<file path="src/design/slru_pkg.sv">
// Package for the set-associative LRU write-back cache.
// It holds shared constants, result codes, the control state type and the update result type.
// No dependencies.
`default_nettype none
package slru_pkg;

	localparam int NUM_SETS_DEF = 256;
	localparam int NUM_WAYS_DEF = 4;
	localparam int KEY_BITS_DEF = 32;

	localparam int IN_KEY_W   = 32;
	localparam int OUT_SET_W  = 8;
	localparam int OUT_WAY_W  = 2;
	localparam int OUT_KEY_W  = 32;
	localparam int CNT_W      = 32;
	localparam int STATUS_W   = 2;

	localparam logic [STATUS_W-1:0] STATUS_HIT       = 2'd0;
	localparam logic [STATUS_W-1:0] STATUS_FILLED    = 2'd1;
	localparam logic [STATUS_W-1:0] STATUS_FETCH_ERR = 2'd2;

	typedef enum logic [1:0] {
		ST_IDLE,
		ST_DIV,
		ST_READ,
		ST_UPD
	} slru_state_t;

	typedef struct packed {
		logic hit;
		logic filled;
		logic wb;
	} slru_upd_t;

endpackage
`default_nettype wire

</file>
<file path="src/design/slru_tagmem.sv">
// Tag memory: one row per set holding every way's key, valid, dirty and age
// plus the set fill count. Registered read; cleared by a sweep after reset.
`default_nettype none
module slru_tagmem #(
	parameter int NUM_SETS = slru_pkg::NUM_SETS_DEF,
	parameter int ROW_W    = 8,
	localparam int SET_W   = (NUM_SETS > 1) ? $clog2(NUM_SETS) : 1
) (
	input  wire logic             clk,
	input  wire logic             arst_n,
	input  wire logic [SET_W-1:0] rd_addr,
	output logic      [ROW_W-1:0] rd_data,
	input  wire logic             wr_en,
	input  wire logic [SET_W-1:0] wr_addr,
	input  wire logic [ROW_W-1:0] wr_data,
	output logic                  clr_busy
);
	logic [ROW_W-1:0] mem [NUM_SETS];
	logic [SET_W-1:0] clr_idx_q;
	logic             clr_busy_q;

	always_ff @(posedge clk or negedge arst_n) begin
		if (!arst_n) begin
			clr_idx_q  <= '0;
			clr_busy_q <= 1'b1;
		end else if (clr_busy_q) begin
			clr_idx_q <= clr_idx_q + SET_W'(1);
			if (clr_idx_q == SET_W'(NUM_SETS - 1)) begin
				clr_busy_q <= 1'b0;
			end
		end
	end

	always_ff @(posedge clk) begin
		if (clr_busy_q) begin
			mem[clr_idx_q] <= '0;
		end else if (wr_en) begin
			mem[wr_addr] <= wr_data;
		end
		rd_data <= mem[rd_addr];
	end

	assign clr_busy = clr_busy_q;
endmodule
`default_nettype wire

</file>
<file path="config.mk">
export PLATFORM = sky130hd
export DESIGN_NAME = slru_tagmem
export DESIGN_NICKNAME = d
export VERILOG_FILES = /design/src/design/slru_pkg.sv /design/src/design/slru_tagmem.sv
export SDC_FILE = /design/constraint.sdc
export NUM_CORES = 2
export LEC_CHECK = 0
export ABC_AREA = 0
export BUFFER_PORTS_ARGS = -buffer_cell sky130_fd_sc_hd__buf_2
export CAP_MARGIN = 30
export CORE_MARGIN = 4
export CORE_UTILIZATION = 35
export CTS_BUF_LIST = sky130_fd_sc_hd__clkbuf_8
export CTS_CLUSTER_SIZE = 10
export DETAILED_ROUTE_END_ITERATION = 10
export GPL_TIMING_DRIVEN = 1
export PLACE_DENSITY_LB_ADDON = 0.08
export SYNTH_ARGS = -nofsm -noshare
export SYNTH_HDL_FRONTEND = slang
export SYNTH_SLANG_ARGS = --single-unit
export TNS_END_PERCENT = 100
</file>
<file path="constraint.sdc">
create_clock -name clk -period 10.4 [get_ports clk]
set_clock_uncertainty 0.1 [all_clocks]
set_input_delay 2.08 -clock clk [delete_from_list [all_inputs] [get_ports clk]]
set_output_delay 2.08 -clock clk [all_outputs]
set_load 0.01 [all_outputs]
</file>
**After elaboration in Yosys (flattened, before gate mapping)**

Memories as Yosys holds them, arrays and structs flattened. A register that Yosys moved wholly into a read port is not among the register bits.
Index checks and enable logic that the tools add are counted.

- Add/subtract/negate cells: 1
- $mul: 0
- Div/mod/pow operators: 0
- Magnitude comparators: 0
- Eq/ne operators: 1
- Shifts and indexed selects: 0
- Muxes and demuxes: 10
- Bitwise gates (word level): 0
- Reduce and logical (&&, ||, !) cells: 1

Operators with widths:

| kind | number |
|---|---|
| 8-bit 2-to-1 mux | 2 |
| 8-bit by 1-bit adder with 8-bit output (second input constant) | 1 |
| 8-bit == test (second input constant) | 1 |
| 1-bit 2-to-1 mux | 8 |
| 8-bit OR reduction | 1 |

- Register bits after elaboration: 9
- Latch bits: 0
- Bits in writable memories: 2048
- ROM bits: 0
- Bits of input ports: 27
- Output and inout bits: 9
- Word-level logic and storage cells: 16
- Memories kept: 1

Memory list:

| memory | depth | width | rd ports | clocked after Yosys merged registers in | wr ports | RTL line | source |
|---|---|---|---|---|---|---|---|
| mem | 256 | 8 | 1 | 1 | 1 | slru_tagmem.sv:18 | `logic [ROW_W-1:0] mem [NUM_SETS];` |

**Longest topological paths before layout**

- Depth after elaboration: 5
- Mapped depth: 12
- Gate-level depth less buffers: 7

**Worst setup path before layout**

No wires, ideal clock.

- Kind: input -> register
- Start point: input wr_en
- End point: memory mem[0][0], data pin
- Library setup time: 0.870 ns
- Arrival: 5.912 ns
- Data required time: 9.430 ns
- Slack: 3.519 ns
- Stages on the path: 4
- Path buffers: 2
- Cells stage by stage: nor2b_1 clkbuf_1 clkbuf_1 and2_1

- Longest elaborated chain between the ends: 5

RTL lines:

| what | RTL line | source |
|---|---|---|
| from (decl) | slru_tagmem.sv:13 | `input wire logic wr_en,` |
| 1-bit 2-to-1 mux | slru_tagmem.sv:37 | `end else if (wr_en) begin` |
| 1-bit 2-to-1 mux | slru_tagmem.sv:35 | `if (clr_busy_q) begin` |
| 1-bit 2-to-1 mux (not written as such) | slru_tagmem.sv:38 | `mem[wr_addr] <= wr_data;` |
| 8-bit OR reduction (no source line) | n/a |  |
| 8-bit 2-to-1 mux (no source line) | n/a |  |
| to (decl) | slru_tagmem.sv:18 |  |

Every way passes these cells.

==> results list <==
* Max-cap check violation count: 0
* Vias in the first global route: 42.0k
* First-pass iteration count of the detailed router: 5
- Maximum operating frequency: 184 MHz
- Counting flops with a built-in enable in the synthesized netlist gives 2,048.
- The worst setup path is launched from a primary input.
* Cts repair resizes: 0
- Synthesis inferred 2,065 register bits.
- Counting every net in the synthesized netlist gives 3,970.
- Adding up every negative setup slack in the final design gives 0 ns.
- Data required time at the worst endpoint: 11.27 ns
- A synthesized cell averages 20.5 sq um.
- Worst path arrival time: about 6.3 ns
* Placement-stage cell area: 0.0844 sq mm
- The die is approximately 490 um wide.
* # nets final: 4,283
* Final number of setup-violating endpoints: 0
* Number of nets with antenna violations after detailed routing: 0
- Setup repair after global routing left no endpoint under its margin.
* Drt via density: 5.40
- Commonest non-fill, non-tap cell in the layout: edfxtp_1
- Worst slew pin tran: 1.28 ns
- Final standard cell count with taps included and fillers excluded: 7,560
- Synthesis produced a netlist whose cell count is 3,942.
- In the global route stage, met2 resource usage came out at 31.4%.
* Total core area: 0.228 sq mm
* Setup slack of the most critical reg-to-reg path: 6.28 ns
- Path type of the worst min-delay path: reg2reg
- Run status: finished, final reports clean
- Maximum number of pins on one net before global-route repair: 194
- FILL cells: 20.6k
- HPWL after DPL: 146,000 um
- Counting the buffers created by CTS gives 375.
- Total grt overflow: 0
- Compared with the post-synthesis result, the final layout area differs by 12.9%.
- Of all nets on the critical path, the largest fanout is 36.
- Row count: 175
- The routed design has between 200,000 and 250,000 um of wire.
- Ports: 36
- Final standard cell utilization of the core: 39.9%
- The longest clock path from root to sink contains 4 buffers.
- The number of hold buffers added after CTS was 0.
* Starting density of the core: 35.3%
- Kind of critical path: in2reg
* Peak supply drop: 0.127 mV
- Clk slew on worst S/H paths: 0.06 ns
- Clock insertion delay at the later pin of the skew report: approximately 1.1 ns
- Dividing the final minimum period by the clock period gives 52.2%.
* Met3 track utilization from global routing: 3.48%
- The first global-routing pass estimated 336,000 um of wire.
- Worst setup path startpoint: rd_addr[2]
- The routed layout has between 40k and 50k vias.
* Pins over their slew limit: 0
- The multi-input combinational cells in the finished layout cover a total of 0.0173 sq mm.
* Area taken by flip-flops and latches: 0.0619 sq mm
- For this run, design rule violations remaining after detail routing come to 0.
- The number of setup buffers added after CTS is 0.
- Final weighted congestion of routability-driven global placement: 0.785
- The Yosys step of the flow raised 0 warnings.
- The count of buffers added on input and output ports is 35.
* Commonest cells after routing, fill and taps aside: edfxtp_1, clkbuf_8, mux4_2, nor2_1, a22oi_1
- Across all hold checks on the routed design, the worst slack comes to 0.461 ns.
- Final instance area: 0.0911 sq mm
- For this run, the leading register cell type out of synthesis is edfxtp_1.
* Aggregate global-route resource usage: 20.0%
- The netlist uses 65 different library cells.
* Clk Tree Root Cell: clkbuf_8
* Final critical path time including I/O delays and setup: roughly 5.4 ns
* Synth async-reset ratio: 0.436%
- Highest-utilization routing layer at the global route stage: met2
- Summed over all cells, the static leakage comes to 30.1 nW.
- Global routing consumed, on the met1 layer, 28.7% of the routing resources.
- Hold path startpoint: clr_idx_q[7]$_DFFE_PN0P_
* Proportion of synthesized chip area in sequential cells: 76.7%
- TritonCTS built the clock tree.
- The clock tree synthesis step divided the H-tree into 5 levels.
- Overall die area: approximately 0.24 sq mm
* Endpoint class of the critical path: register
- The worst pin sits at a relative slew slack of 14.6%.
- Once placement completed, the tool counted placed cells totaling 6,881.
- The clock net in this run drives a total of 2,065 sinks.
- Post-DR wirelength/cell: 31.8 um
- Summing every instance area after synthesis gives 0.0807 sq mm.
- The startpoint identified for the worst register-to-register timing path is clr_busy$_DFF_PN1_.
- Layout cell share with drive strength beyond 1: 23.3%
- Initial antenna violation count: 14
- Total power density per cell area: 186 mW/mm^2
- Final Hold Vio Count: 0
- Number of violations reported at the end of detailed-routing iteration 0: about 3.7k
- Height of the die: 488 um
-- cell type report --
class,count,area share (%)
antenna,13,0.0357
sequential,2065,67.9
clock buffer,385,5.81
clock inverter,275,1.37
inverter,5,0.0206
multi-input combinational,1637,19.0
tap,3009,4.13
timing repair buffer,171,1.68
-- registers in the layout, indices dropped and copies added, names as in the netlist --
register and cells:
mem 2048, clr_idx_q 8, rd_data 8, clr_busy 1
-- metal layers --
metal  share of wire, %  routed length [um]  vias up
li1                   -                   -    17148
met1                 46              110000    22089
met2                 47              112000     1186
met3                5.2               12400      387
met4                2.7                6460        0
met5                  0                   0        -
-- final timing paths --
kind	end	depth (start not counted)
setup / recovery	rd_data[3]$_DFF_P_	10
hold / removal	clr_idx_q[7]$_DFFE_PN0P_	1
setup reg to reg	mem[209][3]$_DFFE_PP_	5
hold reg to reg	clr_idx_q[7]$_DFFE_PN0P_	1
max in group asynchronous	clr_busy$_DFF_PN1_	1
min in group asynchronous	clr_idx_q[3]$_DFFE_PN0P_	1
-- cell families after synthesis --
family / after synthesis / share of synthesized area, %
flip-flops: 2065 / 76.7
multiplexers: 579 / 13.9
AND/OR/NAND/NOR: 570 / 3.19
AO/OA/AOI/OAI: 480 / 4.10
buffers and inverters: 240 / 1.99
XOR/XNOR: 7 / 0.0760
adder cells (fa/ha/maj): 1 / 0.0155
-- worst max-delay path: stages --
cell and delay, ns:
buf_4 0.51, buf_4 0.47, and2_2 0.51, buf_4 0.60, and3_1 0.43, a221oi_1 0.19
nand4_1 0.25, a21oi_1 0.14, a31oi_1 0.62, nor4b_2 0.32
-- metrics by stage --
stage / power [mW] / setup slack (ns)
after floorplan: 9.87 / 3.52
after global placement: 10.2 / 3.40
after detailed placement: 10.2 / 4.03
after CTS: 17.2 / 5.21
after global routing: 17.6 / 4.99
final: 16.9 / 4.98
-- cell usage after synthesis (34+ instances only) --
cell type     n  share of area [%]
o221ai_1     34               0.37
buf_2        68               0.42
a22oi_1     144                1.3
edfxtp_1   2048                 76
mux2i_1     143                1.8
a21oi_1     121               0.75
nand2_1     113               0.53
mux4_1       44                1.4
nand3_1      39               0.24
clkbuf_1     91               0.42
a211oi_1     34               0.32
mux4_2      376                 10
nor2_1      291                1.4
-- power by group --
part           leakage [nW]  switching (mW)  internal [mW]
logic                  6.31           0.600          0.263
clock network          3.78            3.36           3.54
registers              20.0          0.0132           9.16
total                  30.1            3.97           13.0
No activity file was read; power rests on OpenSTA's default activity.
