### src/design/slru_pkg.sv
// Package for the set-associative LRU write-back cache.
// It holds shared constants, result codes, the control state type and the update result type.
// No dependencies.
`default_nettype none
package slru_pkg;

	localparam int NUM_SETS_DEF = 256;
	localparam int NUM_WAYS_DEF = 4;
	localparam int KEY_BITS_DEF = 32;

	localparam int IN_KEY_W   = 32;
	localparam int OUT_SET_W  = 8;
	localparam int OUT_WAY_W  = 2;
	localparam int OUT_KEY_W  = 32;
	localparam int CNT_W      = 32;
	localparam int STATUS_W   = 2;

	localparam logic [STATUS_W-1:0] STATUS_HIT       = 2'd0;
	localparam logic [STATUS_W-1:0] STATUS_FILLED    = 2'd1;
	localparam logic [STATUS_W-1:0] STATUS_FETCH_ERR = 2'd2;

	typedef enum logic [1:0] {
		ST_IDLE,
		ST_DIV,
		ST_READ,
		ST_UPD
	} slru_state_t;

	typedef struct packed {
		logic hit;
		logic filled;
		logic wb;
	} slru_upd_t;

endpackage
`default_nettype wire

### src/design/slru_update.sv
// Lookup and replacement logic for one set row: hit search, free-way or LRU
// victim choice, age update and the new row. Depends on slru_pkg.
`default_nettype none
module slru_update #(
	parameter int NUM_WAYS = slru_pkg::NUM_WAYS_DEF,
	parameter int KEY_BITS = slru_pkg::KEY_BITS_DEF,
	localparam int AGE_W   = (NUM_WAYS > 1) ? $clog2(NUM_WAYS) : 1,
	localparam int FILL_W  = $clog2(NUM_WAYS + 1),
	localparam int WAY_BITS = KEY_BITS + 2 + AGE_W,
	localparam int ROW_W   = NUM_WAYS * WAY_BITS + FILL_W
) (
	input  wire logic [ROW_W-1:0]    row,
	input  wire logic [KEY_BITS-1:0] key,
	input  wire logic                fetch_ok,
	input  wire logic                mark,
	output logic      [ROW_W-1:0]    new_row,
	output logic                     do_write,
	output logic      [AGE_W-1:0]    way,
	output logic      [KEY_BITS-1:0] wb_key,
	output slru_pkg::slru_upd_t      res
);
	logic [KEY_BITS-1:0] keys   [NUM_WAYS];
	logic                vld    [NUM_WAYS];
	logic                drt    [NUM_WAYS];
	logic [AGE_W-1:0]    age    [NUM_WAYS];
	logic [KEY_BITS-1:0] n_keys [NUM_WAYS];
	logic                n_vld  [NUM_WAYS];
	logic                n_drt  [NUM_WAYS];
	logic [AGE_W-1:0]    n_age  [NUM_WAYS];
	logic [FILL_W-1:0]   fill;
	logic [FILL_W-1:0]   n_fill;

	always_comb begin
		for (int w = 0; w < NUM_WAYS; w++) begin
			keys[w] = row[w*WAY_BITS +: KEY_BITS];
			vld[w]  = row[w*WAY_BITS + KEY_BITS];
			drt[w]  = row[w*WAY_BITS + KEY_BITS + 1];
			age[w]  = row[w*WAY_BITS + KEY_BITS + 2 +: AGE_W];
		end
		fill = row[ROW_W-1 -: FILL_W];
	end

	logic             hit, found;
	logic [AGE_W-1:0] hway, fway, vway, best, tgt;
	logic [FILL_W-1:0] old_age;

	always_comb begin
		hit = 1'b0; hway = '0;
		found = 1'b0; fway = '0;
		best = '0; vway = '0;
		// Descending scans leave the lowest matching way.
		for (int w = NUM_WAYS - 1; w >= 0; w--) begin
			if (vld[w] && keys[w] == key) begin
				hit  = 1'b1;
				hway = AGE_W'(w);
			end
			if (!vld[w]) begin
				found = 1'b1;
				fway  = AGE_W'(w);
			end
		end
		// Oldest way; on equal ages the highest way wins.
		for (int w = 0; w < NUM_WAYS; w++) begin
			if (age[w] >= best) begin
				best = age[w];
				vway = AGE_W'(w);
			end
		end
		tgt = hit ? hway : (found ? fway : vway);
		old_age = hit ? FILL_W'(age[hway]) : (found ? fill : FILL_W'(best));
	end

	always_comb begin
		do_write = hit || fetch_ok;
		n_fill   = fill;
		for (int w = 0; w < NUM_WAYS; w++) begin
			n_keys[w] = keys[w];
			n_vld[w]  = vld[w];
			n_drt[w]  = drt[w];
			n_age[w]  = age[w];
			if (AGE_W'(w) != tgt && vld[w] && FILL_W'(age[w]) < old_age) begin
				n_age[w] = age[w] + AGE_W'(1);
			end
		end
		n_age[tgt] = '0;
		if (hit) begin
			n_drt[tgt] = drt[tgt] | mark;
		end else begin
			n_keys[tgt] = key;
			n_vld[tgt]  = 1'b1;
			n_drt[tgt]  = mark;
			if (found && fill < FILL_W'(NUM_WAYS)) begin
				n_fill = fill + FILL_W'(1);
			end
		end
		for (int w = 0; w < NUM_WAYS; w++) begin
			new_row[w*WAY_BITS +: KEY_BITS]          = n_keys[w];
			new_row[w*WAY_BITS + KEY_BITS]           = n_vld[w];
			new_row[w*WAY_BITS + KEY_BITS + 1]       = n_drt[w];
			new_row[w*WAY_BITS + KEY_BITS + 2 +: AGE_W] = n_age[w];
		end
		new_row[ROW_W-1 -: FILL_W] = n_fill;

		res.hit    = hit;
		res.filled = !hit && fetch_ok;
		res.wb     = !hit && fetch_ok && !found && drt[vway];
		way        = do_write ? tgt : '0;
		wb_key     = res.wb ? keys[vway] : '0;
	end
endmodule
`default_nettype wire

### config.mk
export PLATFORM = sky130hd
export DESIGN_NAME = slru_update
export DESIGN_NICKNAME = d
export VERILOG_FILES = /design/src/design/slru_pkg.sv /design/src/design/slru_update.sv
export SDC_FILE = /design/constraint.sdc
export NUM_CORES = 1
export LEC_CHECK = 0
export BUFFER_PORTS_ARGS = -buffer_cell sky130_fd_sc_hd__clkbuf_2
export CORE_AREA = 2 2 142 144
export DETAILED_ROUTE_END_ITERATION = 16
export DIE_AREA = 0 0 144 146
export GPL_ROUTABILITY_DRIVEN = 0
export GPL_TIMING_DRIVEN = 0
export MAX_ROUTING_LAYER = met4
export PLACE_DENSITY = 0.59
export SLEW_MARGIN = 30
export SYNTH_ARGS = -nofsm -noshare
export SYNTH_HDL_FRONTEND = slang
export SYNTH_SLANG_ARGS = --single-unit
### constraint.sdc
create_clock -name vclk -period 12
set_clock_uncertainty 0.15 [all_clocks]
set_input_delay 1.8 -clock vclk [all_inputs]
set_output_delay 1.8 -clock vclk [all_outputs]
set_load 0.005 [all_outputs]
# Yosys cells after proc, flatten, opt, wreduce, memory -nomap -nowiden
# Index checks and enable logic that the tools add are counted.
# word_totals
word_cells,112
inputBits,181
regBits,0
output_inout_bits,185
# op_classes
mux,59
reduce_logical,21
n_lt_le_gt_ge,13
add_sub_neg,5
n_eq_ne,7
bitwise,7
# op_table
cell,count
bitwise mux 128 bit,1
== test 32 bit,4
two-way mux 128 bit,1
two-way mux 32 bit,4
binary-select mux 32 bit (select 2 bit),1
demux 32 bit (select 2 bit),1
two-way mux 2 bit,24
logical AND 1 bit,17
two-way mux 1 bit,14
less-than comparator 2 x 3 -> 1 bit,4
two-way mux 3 bit,4
">= comparator 3 bit, second input constant",3
NOT 2 -> 3 bit,3
"adder 2 x 1 -> 2 bit, second input constant",4
AND 8 bit,1
bitwise mux 4 bit,2
two-way mux 4 bit,2
NOT 8 bit,1
>= comparator 2 bit,3
binary-select mux 1 bit (select 2 bit),2
binary-select mux 2 bit (select 2 bit),1
demux 2 bit (select 2 bit),1
"!= test 2 bit, first input constant",2
bitwise OR 4 bit,1
other kinds (10),11

# Longest topological paths before layout
# Gate-level depths: netlist of the first run.
# logic_depth
ltp_word,17
ltp_mapped,23
depth_no_buf,20

# Worst setup path before layout of the first run
# Ideal clock, no wire load.
# synth_timing
path_type,input-to-output
from,input port row[70]
to,output port new_row[12]
t_required_ps,10050
path_slack_ps,3662
stages,22
n_path_buf,4
arrival_ps,6388
cell_sequence,inv_1 > ha_1 > nand2b_1 > a21oi_1 > clkbuf_1 > mux2i_1 > inv_1 > ha_1 > nand2b_1 > a21oi_1 > clkbuf_1 > buf_1 > a21oi_1 > ha_1 > nor2b_1 > o21bai_1 > o211a_1 > nor3_2 > a31oi_4 > nor2_2 > buf_6 > mux2_2
# synth_between
elab_chain_len,15
word_cells_on_any_way,18
classes_between,5 x order compare; 11 x mux; 1 x bitwise; 1 x reduce/logical
# synth_lines
item,line_no,text
start: declaration,slru_update.sv:12,"input wire logic [ROW_W-1:0] row,"
>= comparator 2 bit,slru_update.sv:64,if (age[w] >= best) begin
two-way mux 2 bit,slru_update.sv:64,
>= comparator 2 bit,slru_update.sv:64,
two-way mux 2 bit,slru_update.sv:64,
>= comparator 2 bit,slru_update.sv:64,
two-way mux 2 bit (*),slru_update.sv:64,
two-way mux 2 bit (*) (2 in series),slru_update.sv:69,tgt = hit ? hway : (found ? fway : vway);
NOT 2 -> 3 bit (not written as such) (*),slru_update.sv:89,n_keys[tgt] = key;
>= comparator 3 bit (not written as such) or less-than comparator 3 x 1 -> 1 bit (tied branches),slru_update.sv:89,
logical AND 1 bit (not written as such),slru_update.sv:89,
two-way mux 32 bit (not written as such),slru_update.sv:89,
demux 32 bit (select 2 bit) (*),slru_update.sv:89,
bitwise mux 128 bit (*),slru_update.sv:89,
two-way mux 128 bit (*),slru_update.sv:86,if (hit) begin
end: declaration,slru_update.sv:16,"output logic [ROW_W-1:0] new_row,"
# Every way passes the cells marked *; elsewhere a longest branch is shown, timed or not.

# Worst setup path after layout of the first run
# layout_timing
from,input port row[70]
to,output port new_row[5]
# Same word-level chain as after synthesis.

==> impl_metrics.tcl, run 1 <==
set metrics [dict create \
    path_max_fanout 10 \
    route.vias.total 7340 \
    critical_path_arrival_ns 8.39 \
    detailedRoute.firstPassIterationCount 5 \
    ys_warn_count 0 \
    critical_path.cell_chain "clkbuf_2, inv_1, ha_1, nand2b_1, a21oi_1, clkbuf_1, mux2i_1, inv_1, ha_1, nand2b_1, a21oi_1, clkbuf_1, buf_1, a21oi_1, ha_1, nor2b_1, o21bai_1, o211a_1, nor3_2, a31oi_4, nor2_2, buf_6, mux2_1, clkbuf_2" \
    syn2layout_area_growth_pct 33.52 \
    antenna_found_initial 0 \
    ioPinCount 366 \
    hold_path_depth 4 \
    worst_slew_pin_slew_ns 0.8159 \
    fmax_mhz 96.76 \
    die_width_um 144 \
    average_wire_per_cell_in_the_routed_design_um 23.82 \
    cells_taking_the_most_area_after_synthesis "sky130_fd_sc_hd__xor2_1, sky130_fd_sc_hd__mux2_4, sky130_fd_sc_hd__mux2_2" \
    wirelength_um 31940 \
    detail_route.vias_per_cell 5.474 \
    timing.critical_path.slowest_stage_cell "sky130_fd_sc_hd__clkbuf_1" \
    grt_first_pass_wirelength_um 45600 \
    synth_cell_type_count 66 \
    synth.mux.area_fraction_pct 33.68 \
    dr_iter_0_viols 495 \
    fill_cells 2105 \
    synth_xor_xnor_area_share_pct 18.85 \
    powerDensity_mw_per_mm2 48.81 \
    post-synth-top-area-cell "sky130_fd_sc_hd__xor2_1" \
    detailedPlacementHpwl_um 26850 \
    hold_slack_ns 3.744 \
    synth_top_family_by_area "multiplexers" \
    vias_in_the_first_global_route 7086 \
    run_status "finished clean" \
    buffer_ports.inserted 332 \
    count_of_final_setup_violators 0 \
    post-cts-setup-buffers 0 \
    gr-usage-all-layers_pct 29.42 \
    layout-drive-gt1-share_pct 47.30 \
    grt_setup_unrepaired "no" \
    core_footprint_mm2 0.01933 \
    seq_cells 0 \
    syn-mean-instance-area_um2 7.993 \
    rows 51 \
    post_synth_fa_ha_maj_area_fraction_pct 2.946 \
    grt_start_max_net_pins 11 \
    critical_path.max_stage_delay_ns 0.61 \
    hold_viol 0 \
    hold_path_startpoint "fetch_ok" \
    max_slew_headroom_pct 45.61 \
    synth_cells 744 \
    layout_min_cycle_time_ns 10.34 \
    synth_compound_gate_area_share_pct 12.79 \
    initial_utilization_pct 30.76 \
    timing.setup.critical_path_class "input port to output port" \
    syn_area_mm2 0.005947 \
    crit_path_start_kind "input port" \
    hold_path_class "input port to output port" \
    synth.top_cell.area_share_pct 14.73 \
    cts-hold-fix-buffers 0 \
    p_leak_uw 0.003933 \
    fp.dieArea_mm2 0.02102 \
    worst_ir_drop_vdd_mv 0.01849 \
    antennaDiodeCount 0 \
    nets_in_the_synthesized_netlist 939 \
    drc 0 \
    timing.final.max_slew_violations 0 \
    drtAntennaViolNets 0 \
    hold_end "do_write" \
    power.total_uw 387.6 \
    seq_area_frac_synth_pct 0 \
    max_cap_violations 0 \
    cts_resized 0 \
    tns_ns 0 \
    grt.overflow.total 0 \
    layout.clock_buffers 0 \
    worst_ep_required_time_ns 10.05 \
    post_synth_and_or_nand_nor_area_fraction_pct 22.85 \
    numnets_final 1273 \
    seqCellArea_um2 0 \
    final_min_period_over_clock_period_pct 86.13 \
    die_height_um 146 \
    worstSetupEndpointType "output port" \
]
[placed cells by master, fill, tap and decap left out, types with 28 or more instances in the layout]
| master | synthesis | routed |
|---|---|---|
| sky130_fd_sc_hd__nor4_1 | 39 | 39 |
| sky130_fd_sc_hd__xor2_1 | 100 | 100 |
| sky130_fd_sc_hd__clkbuf_2 | 0 | 332 |
| sky130_fd_sc_hd__mux2_4 | 56 | 56 |
| sky130_fd_sc_hd__a21oi_1 | 41 | 41 |
| sky130_fd_sc_hd__mux2i_1 | 34 | 34 |
| sky130_fd_sc_hd__nor2_1 | 79 | 79 |
| sky130_fd_sc_hd__a211oi_1 | 33 | 33 |
| sky130_fd_sc_hd__xnor2_1 | 28 | 28 |
| sky130_fd_sc_hd__mux2_2 | 47 | 47 |
[kinds of logic (layout without fill, tap and decap cells)]
family                   count (synthesis)  count (layout)
multiplexers                           163             163
AND/OR/NAND/NOR                        240             240
buffers and inverters                   86             418
adder cells (fa/ha/maj)                 14              14
AO/OA/AOI/OAI                          113             113
XOR/XNOR                               128             128
[per-layer routing]
layer  GRT usage, %  routed length [um]  vias up
met4          3.627                 458        0
met5              -                   0        -
met1          37.04               13160     3569
met2          53.36               16470      358
li1               -                   -     3379
met3         0.9872                1850       34
[cell type report]
type                            count  area [um2]  area share (%)
Multi-Input combinational cell    658        5419           68.25
Tap cell                          265       331.6           4.176
Timing Repair Buffer              332        1662           20.93
Inverter                           15       56.30          0.7091
Buffer                             71       471.7           5.941
[critical path: cells and delay by family]
kind            cells  cell delay [ns]
simple gates        5             1.04
buf+inv             8             2.45
mux                 2             0.76
fa+ha+maj           3             0.82
compound gates      6             1.50
[cells in the mapped netlist (all sizes together), types with 2 or more instances]
cell and n:
and2 2, a211oi 33, clkbuf 14, nand3b 2
o21ai 14, nor4b 4, o211ai 6, xor2 100
nand3 14, nor4 39, nor3 12, mux2 129
and4 2, nand2 28, nor2b 5, nand4 14
inv 15, ha 14, a21oi 43, or4 7
nor3b 4, nor2 80, o32ai 2, o41ai 2
xnor2 28, buf 57, and4b 4, mux2i 34
nand4b 3, or3 5, o2bb2ai 2, or4b 2
nand2b 10
[power breakdown]
part / leakage [uW] / total (uW) / switching, uW / internal (uW)
clock: 0 / 0 / 0 / 0
combinational: 0.00393 / 388 / 223 / 164
sequential: 0 / 0 / 0 / 0
total: 0.00393 / 388 / 223 / 164
[worst max path at each step]
stage,startpoint,endpoint,slack [ns]
6_report,row[70],new_row[5],1.66
4_1_cts,row[70],new_row[36],1.70
3_3_place_gp,row[70],new_row[5],1.76
5_1_grt,row[70],new_row[12],1.31
3_5_place_dp,row[70],new_row[36],1.72
2_1_floorplan,row[70],new_row[12],3.66
[per-stage QoR]
stage               setup slack (ns)  cells  cell area (um2)  utilization [%]
finish                         1.665   1341             7940            41.07
floorplan                      3.662    744             5947                -
detailed placement             1.721   1341             7940            41.07
CTS                            1.698   1341             7940            41.07
global route                   1.309   1341             7940            41.07
global placement               1.761   1341             7940            41.07
Note: power is estimated with default switching activity, not from simulation.
==> inputs of run 2 (changes only) <==
ABC_AREA = 0   (was unset)
CORE_AREA = 2 2 143 145   (was 2 2 142 144)
DIE_AREA = 0 0 145 147   (was 0 0 144 146)
clock period = 10 ns   (was 12 ns; I/O delays follow)
==> impl_metrics.tcl, run 2 (same netlist as run 1, synthesis figures left out) <==
set metrics [dict create \
    vias_in_the_first_global_route 7183 \
    gr-usage-all-layers_pct 28.62 \
    max_cap_violations 0 \
    grt.overflow.total 0 \
    critical_path.max_stage_delay_ns 0.60 \
    cellInternalPower_uw 197.1 \
    final_min_period_over_clock_period_pct 95.74 \
    p_comb_share_pct 100.0 \
    timing.setup.critical_path_class "input port to output port" \
    hold_end "do_write" \
    route.vias.total 7364 \
    power.sequential.fraction_pct 0 \
    timing.final.max_slew_violations 0 \
    initial_utilization_pct 29.97 \
    powerDensity_mw_per_mm2 58.56 \
    worstSetupEndpointType "output port" \
    fill_cells 2166 \
    ioPinCount 366 \
    post-cts-setup-buffers 0 \
    hold_path_depth 4 \
    commonest_cells_after_routing_fill_and_taps_aside "sky130_fd_sc_hd__clkbuf_2, sky130_fd_sc_hd__xor2_1, sky130_fd_sc_hd__nor2_1" \
    seq_cells 0 \
    layout-drive-gt1-share_pct 47.40 \
    syn2layout_area_growth_pct 33.68 \
    average_wire_per_cell_in_the_routed_design_um 23.50 \
    fmax_mhz 104.5 \
    count_of_final_setup_violators 0 \
    core_footprint_mm2 0.01984 \
    buffer_ports.inserted 332 \
    worst_slew_pin_slew_ns 0.8034 \
    worst_ep_required_time_ns 8.35 \
    utilization_pct 40.06 \
    crit_path_start_kind "input port" \
    tns_ns 0 \
    pwr-share-clk_pct 0 \
    critical_path.cell_chain "clkbuf_2, inv_1, ha_1, nand2b_1, a21oi_1, clkbuf_1, mux2i_1, inv_1, ha_1, nand2b_1, a21oi_1, clkbuf_2, buf_1, a21oi_1, ha_1, nor2b_1, o21bai_1, o211a_1, nor3_2, a31oi_4, nor2_2, buf_6, mux2_1, clkbuf_2" \
    die_width_um 145 \
    grt_start_max_net_pins 11 \
    detailedPlacementHpwl_um 26820 \
    net-switching-power_uw 268.5 \
    fp.dieArea_mm2 0.02132 \
    grt_setup_unrepaired "no" \
    run_status "finished clean" \
    layout.clock_buffers 0 \
    layout_min_cycle_time_ns 9.574 \
    seqCellArea_um2 0 \
    p_leak_uw 0.003936 \
    dr_iter_0_viols 344 \
    timing.critical_path.slowest_stage_cell "sky130_fd_sc_hd__clkbuf_1" \
    grt_first_pass_wirelength_um 45370 \
    drtAntennaViolNets 0 \
    critical_path_arrival_ns 7.92 \
    detailedRoute.firstPassIterationCount 5 \
    max_slew_headroom_pct 46.44 \
    detail_route.vias_per_cell 5.467 \
    netSwitchingFraction_pct 57.66 \
    hold_path_class "input port to output port" \
    drc 0 \
    worst_ir_drop_vdd_mv 0.02361 \
    hold_path_startpoint "fetch_ok" \
    layout_commonest_cell "sky130_fd_sc_hd__clkbuf_2" \
    rows 52 \
    die_height_um 147 \
    antenna_found_initial 1 \
    wirelength_um 31650 \
    hold_viol 0 \
    numnets_final 1273 \
    path_max_fanout 10 \
]
-- run 2: cell types whose count changed in the layout (fill, tap and decap cells not counted), sizes merged --
| cell | delta |
|---|---|
| diode | +1 |
-- run 2: area by class of cell --
type	instances	area [um2]	area share, %
Buffer	71	473.0	5.949
Multi-Input combinational cell	658	5419	68.16
Timing Repair Buffer	332	1662	20.90
Tap cell	270	337.8	4.249
Inverter	15	56.30	0.7082
Antenna cell	1	2.502	0.03148
-- run 2: how the worst max path moves through the flow --
| stage | from | end | slack (ns) | cells past startpoint |
|---|---|---|---|---|
| after floorplan | row[70] | new_row[12] | 2.26 | 22 |
| after global placement | row[70] | new_row[5] | 0.34 | 24 |
| after detailed placement | row[70] | new_row[5] | 0.32 | 24 |
| after CTS | row[70] | new_row[5] | 0.29 | 24 |
| after global routing | row[70] | new_row[5] | 0.06 | 24 |
| final | row[70] | new_row[5] | 0.43 | 24 |
-- run 2: critical path: cells and delay by family --
family                   cells  cell delay [ns]
buffers and inverters        8             2.22
AO/OA/AOI/OAI                6             1.49
AND/OR/NAND/NOR              5             1.06
adder cells (fa/ha/maj)      3             0.84
multiplexers                 2             0.80
-- run 2: repair_timing --
action | in CTS | in global routing
gates resized for setup | 0 | 2
setup endpoints to repair | 0 | 111
hold buffers | 0 | 0
-- run 2: stage by stage --
stage / power (uW) / instances / hold slack (ns) / instance area [um2] / setup WS [ns]
floorplan: 264.8 / 744 / 2.905 / 5947 / 2.262
global placement: 458.7 / 1346 / 3.148 / 7946 / 0.3426
detailed placement: 460.3 / 1346 / 3.149 / 7946 / 0.3243
CTS: 462.9 / 1346 / 3.150 / 7946 / 0.2925
global route: 497.7 / 1347 / 3.170 / 7950 / 0.06138
finish: 465.6 / 1347 / 3.148 / 7950 / 0.4265
-- run 2: power groups by stage --
stage | sequential (uW) | combinational, uW | clock, uW
after floorplan | 0 | 265 | 0
after global placement | 0 | 459 | 0
after detailed placement | 0 | 460 | 0
after CTS | 0 | 463 | 0
after global routing | 0 | 498 | 0.0000134
final | 0 | 466 | 0.0000134
-- run 2: layer usage --
layer | track usage [%] | vias to the layer above | part of all wire (%)
met5 | - | - | 0
met4 | 9.158 | 0 | 3.8
met2 | 50.45 | 369 | 49
met3 | 3.634 | 65 | 6.9
li1 | - | 3390 | -
met1 | 33.91 | 3540 | 40
